--- src/design/rtmx_pkg.sv ---
`default_nettype none
package rtmx_pkg;

  localparam int CORDIC_STAGES = 16;
  localparam int MAX_STAGES    = 32;
  localparam int NUM_STAGES    = (CORDIC_STAGES < MAX_STAGES) ? CORDIC_STAGES : MAX_STAGES;
  localparam int STAGE_W       = $clog2(MAX_STAGES);
  localparam int CW            = 34;
  localparam int SCW           = 32;
  localparam int AW            = 16;
  localparam int MW            = 16;

  localparam logic signed [CW-1:0] PI_Q30      = 34'sd3373259426;
  localparam logic signed [CW-1:0] HALF_PI_Q30 = 34'sd1686629713;
  localparam logic signed [CW-1:0] GAIN_Q30    = 34'sd652032874;

  typedef struct packed {
    logic signed [CW-1:0] x;
    logic signed [CW-1:0] y;
    logic signed [CW-1:0] z;
    logic                 flip;
  } cord_t;

  function automatic logic signed [CW-1:0] atan_at(logic [STAGE_W-1:0] i);
    logic signed [CW-1:0] r;
    unique case (i)
      5'd0:  r = 34'sd843314857;
      5'd1:  r = 34'sd497837829;
      5'd2:  r = 34'sd263043837;
      5'd3:  r = 34'sd133525159;
      5'd4:  r = 34'sd67021688;
      5'd5:  r = 34'sd33543516;
      5'd6:  r = 34'sd16775851;
      5'd7:  r = 34'sd8388437;
      5'd8:  r = 34'sd4194283;
      5'd9:  r = 34'sd2097149;
      5'd10: r = 34'sd1048576;
      5'd11: r = 34'sd524288;
      5'd12: r = 34'sd262144;
      5'd13: r = 34'sd131072;
      5'd14: r = 34'sd65536;
      5'd15: r = 34'sd32768;
      5'd16: r = 34'sd16384;
      5'd17: r = 34'sd8192;
      5'd18: r = 34'sd4096;
      5'd19: r = 34'sd2048;
      5'd20: r = 34'sd1024;
      5'd21: r = 34'sd512;
      5'd22: r = 34'sd256;
      5'd23: r = 34'sd128;
      5'd24: r = 34'sd64;
      5'd25: r = 34'sd32;
      5'd26: r = 34'sd16;
      5'd27: r = 34'sd8;
      5'd28: r = 34'sd4;
      5'd29: r = 34'sd2;
      5'd30: r = 34'sd1;
      5'd31: r = 34'sd0;
      default: r = '0;
    endcase
    return r;
  endfunction

endpackage
`default_nettype wire

--- src/design/rtmx_cordic_cell.sv ---
`default_nettype none
module rtmx_cordic_cell (
  input  wire                             clk_i,
  input  wire                             en_i,
  input  wire [rtmx_pkg::STAGE_W-1:0]     stage_i,
  input  rtmx_pkg::cord_t                 cord_i,
  output rtmx_pkg::cord_t                 cord_o
);
  import rtmx_pkg::*;

  logic signed [CW-1:0] dx, dy, at;
  cord_t cord_d, cord_q;

  always_comb begin
    dx = cord_i.y >>> stage_i;
    dy = cord_i.x >>> stage_i;
    at = atan_at(stage_i);
    cord_d.flip = cord_i.flip;
    if (!cord_i.z[CW-1]) begin
      cord_d.x = cord_i.x - dx;
      cord_d.y = cord_i.y + dy;
      cord_d.z = cord_i.z - at;
    end else begin
      cord_d.x = cord_i.x + dx;
      cord_d.y = cord_i.y - dy;
      cord_d.z = cord_i.z + at;
    end
  end

  always_ff @(posedge clk_i) begin
    if (en_i) begin
      cord_q <= cord_d;
    end
  end

  assign cord_o = cord_q;

endmodule
`default_nettype wire

--- config.mk ---
export PLATFORM = sky130hd
export DESIGN_NAME = rtmx_cordic_cell
export DESIGN_NICKNAME = d
export VERILOG_FILES = /design/src/design/rtmx_pkg.sv /design/src/design/rtmx_cordic_cell.sv
export SDC_FILE = /design/constraint.sdc
export NUM_CORES = 1
export LEC_CHECK = 0
export ABC_AREA = 1
export CELL_PAD_IN_SITES_DETAIL_PLACEMENT = 1
export CELL_PAD_IN_SITES_GLOBAL_PLACEMENT = 1
export CORE_MARGIN = 2
export CORE_UTILIZATION = 50
export DETAILED_ROUTE_END_ITERATION = 6
export DONT_BUFFER_PORTS = 1
export PLACE_DENSITY = 0.93
export SYNTH_ARGS = -nofsm -noshare
export SYNTH_HDL_FRONTEND = slang
export SYNTH_SLANG_ARGS = --single-unit
--- constraint.sdc ---
create_clock -name clk_i -period 12.53 [get_ports clk_i]
set_input_delay 0.6265 -clock clk_i [delete_from_list [all_inputs] [get_ports clk_i]]
set_output_delay 0.6265 -clock clk_i [all_outputs]
set_load 0.01 [all_outputs]
==> metrics.md <==
| Metric | Value |
|---|---|
| VDD IR max | `71.60 µV` |
| Post-CTS sizing | `0` |
| Total number of vias | `17233` |
| GP Congestion | `0.9863` |
| Slowest CP cell | `nor3_1` |
| Post CTS Setup Buffer Count | `0` |
| Worst slack at placement | `6.673 ns` |
| Routed vias/inst | `6.100` |
| Crit-path max cell delay | `0.46 ns` |
| Area of the multi-input gates | `11050 µm²` |
| First DRT Iteration DRCs | `1527` |
| Clock root buffer | `clkbuf_16` |
| Largest net degree at the start of global routing | `104` |
| Final setup fails | `0` |
| Yosys reg bits | `103` |
| Bufs and invs on worst path | `3` |
| Post-synth EDFFs | `103` |
| Min-Delay Endpoint | `cord_o[0]` |
| Placed instance count | `2810` |
| Die height | `180.1 µm` |
| Die W | `180.1 µm` |
| DR WL/cell | `20.85 µm` |
| RSZ-0062 raised after global routing | `false` |
| Outcome | `completed` |
| Main synth FF type | `edfxtp_1` |
| Final Cell Area | `15870 µm²` |
| Worst Hold Class | `primary input to flop` |
| Hold-fix buffers, CTS | `0` |
| Fin crit period | `5.631 ns` |
| Share of cells above drive strength 1 | `4.817%` |
| Max Slew Vio Count | `0` |
| Worst EP arrival | `5.76 ns` |
| GRT Resource Usage Total | `35.25%` |
| Critical Path Fanout Max | `73` |
| Setup slack after layout | `6.899 ns` |
| FF/Latch Area | `3093 µm²` |
| Final setup TNS | `0 ns` |
| Critical path depth in cells | `27` |
| First-pass GRT wire length | `92340 µm` |
| Fill cell total of the finished layout | `4350` |
| Period utilisation layout | `44.94%` |
| Post-synth ARST share | `0%` |
| Register area share after synthesis | `19.95%` |
| PortBufs | `0` |
| Worst path most repeated cell | `nand2_1` |
| Setup CP Type | `primary input to flop` |
| Area Growth Syn to Fin | `2.373%` |
| WP data required | `12.66 ns` |
| Total Power | `1.823 mW` |
| Total Routed Length | `58900 µm` |
| TritonCTS clock tree | `yes` |
| WHS | `0.3382 ns` |
| P per Cell Area | `114.8 nW/µm²` |
| Die area | `32430 µm²` |
| Mapped Nets | `2716` |
| CP Capture Type | `flop` |
| Crit path launch type | `primary input` |
| Total grt overflow | `0` |
| CTS H-tree depth | `3` |
| Post-Syn Instances | `2493` |
| CTS Sinks | `103` |
| Worst Setup SP | `stage_i[0]` |
| Fmax | `177.6 MHz` |
| Leak | `7.881 nW` |
| DRT Pass-1 Iters | `6` |
| Max_cap viols | `0` |
| Final ANT Viol Nets | `0` |
| Crit path max-delay family | `simple AND/OR/NAND/NOR gates` |
| Ant. Diodes | `0` |
| Antenna violations before repair | `0` |
| Final core occ | `51.89%` |
| Fin. Hold Viols | `0` |
| Non-Filler Instances | `2825` |
| I/O pin cnt | `213` |
| Vias in the first global route | `17585` |
| CTS buffer count | `9` |
| Residual DRC | `0` |
| Cell area after synthesis | `15500 µm²` |
| Synth unique cells | `52` |
| Nets@finish | `2648` |
| HP Start | `cord_i[0]` |
| Post-DP HPWL | `47080 µm` |
| Worst-Margin Slew | `1.100 ns` |
| Post-DP Area | `15560 µm²` |
| Worst-path clk slew | `0.08 ns` |
| Syn avg cell area | `6.219 µm²` |
| Starting Density | `50.68%` |
| Worst hold stages | `0` |
| Largest register FFs | `103` |
| Warnings from Yosys | `0` |
| Core Box Area | `30590 µm²` |
| Row Count | `64` |
| Slew margin rel. | `25.61%` |
| Clock tree buffer depth | `2` |
==> cell usage in the layout (no fill, tap or decap), types with 11 or more instances in the layout <==
cell type / instances
xor2_1: 120
nand2_2: 18
ha_1: 110
a31oi_1: 17
edfxtp_1: 103
a21o_1: 14
inv_2: 22
nor2_2: 19
nor3_1: 12
xnor2_1: 43
o21ai_0: 77
nand4_1: 28
nor2_1: 192
a21oi_1: 133
nand3_2: 12
nand3_1: 390
nand2_1: 807
o211ai_1: 11
inv_1: 206
==> final cells by class <==
type                    instances  area share (%)
flip-flops and latches        103           19.49
repair buffers                  6          0.2838
inverters                     231           5.510
clock buffers                  10           1.443
well taps                     396           3.122
clock inverters                 5          0.5124
multi-input cells            2074           69.64
==> synthesized netlist by cell type (7+ instances only) <==
| master | n | area (µm²) |
|---|---|---|
| buf_2 | 43 | 215.2 |
| nor2_1 | 193 | 724.4 |
| nand2_2 | 18 | 112.6 |
| nor3_1 | 12 | 60.06 |
| nor2_2 | 18 | 112.6 |
| nand3_1 | 390 | 1952 |
| a21oi_1 | 133 | 665.6 |
| a21o_1 | 14 | 105.1 |
| buf_6 | 10 | 112.6 |
| nand3_2 | 12 | 120.1 |
| buf_4 | 7 | 52.55 |
| buf_1 | 10 | 37.54 |
| ha_1 | 110 | 1376 |
| o211ai_1 | 11 | 82.58 |
| a31oi_1 | 17 | 106.4 |
| nand4_1 | 28 | 175.2 |
| clkbuf_1 | 14 | 52.55 |
| xor2_1 | 120 | 1051 |
| o21ai_1 | 9 | 45.04 |
| edfxtp_1 | 103 | 3093 |
| o21ai_0 | 77 | 385.4 |
| nand2_1 | 807 | 3029 |
| inv_2 | 21 | 78.83 |
| inv_1 | 207 | 777.0 |
| xnor2_1 | 43 | 376.6 |
==> worst max-delay path by stage <==
stage | end
after global routing | cord_o[28]
after CTS | cord_o[88]
after global placement | cord_o[88]
after detailed placement | cord_o[88]
after floorplan | cord_o[28]
final | cord_o[28]
==> cell families (layout without fill, tap and decap cells) <==
group	after synthesis	after routing	synth area share (%)
XOR/XNOR	163	163	9.208
adder cells (fa/ha/maj)	113	113	9.265
buffers and inverters	316	252	8.773
flip-flops	103	103	19.95
AO/OA/AOI/OAI	303	303	11.29
AND/OR/NAND/NOR	1495	1495	41.51
==> where the power goes <==
group / internal (mW) / switching, mW / leakage (nW) / total, mW
Combinational: 0.308 / 0.594 / 6.72 / 0.903
Sequential: 0.522 / 0.0826 / 1.01 / 0.604
Clock: 0.175 / 0.141 / 0.149 / 0.316
==> per-layer routing <==
metal  vias up  wire length [µm]  track usage [%]
met5         -                 0                0
met4         0              2458            14.35
met3       140              3767            4.406
met2       675             28260            61.07
met1      8268             24420            44.42
li1       8150                 -                -
(Power assumes the default switching activity.)
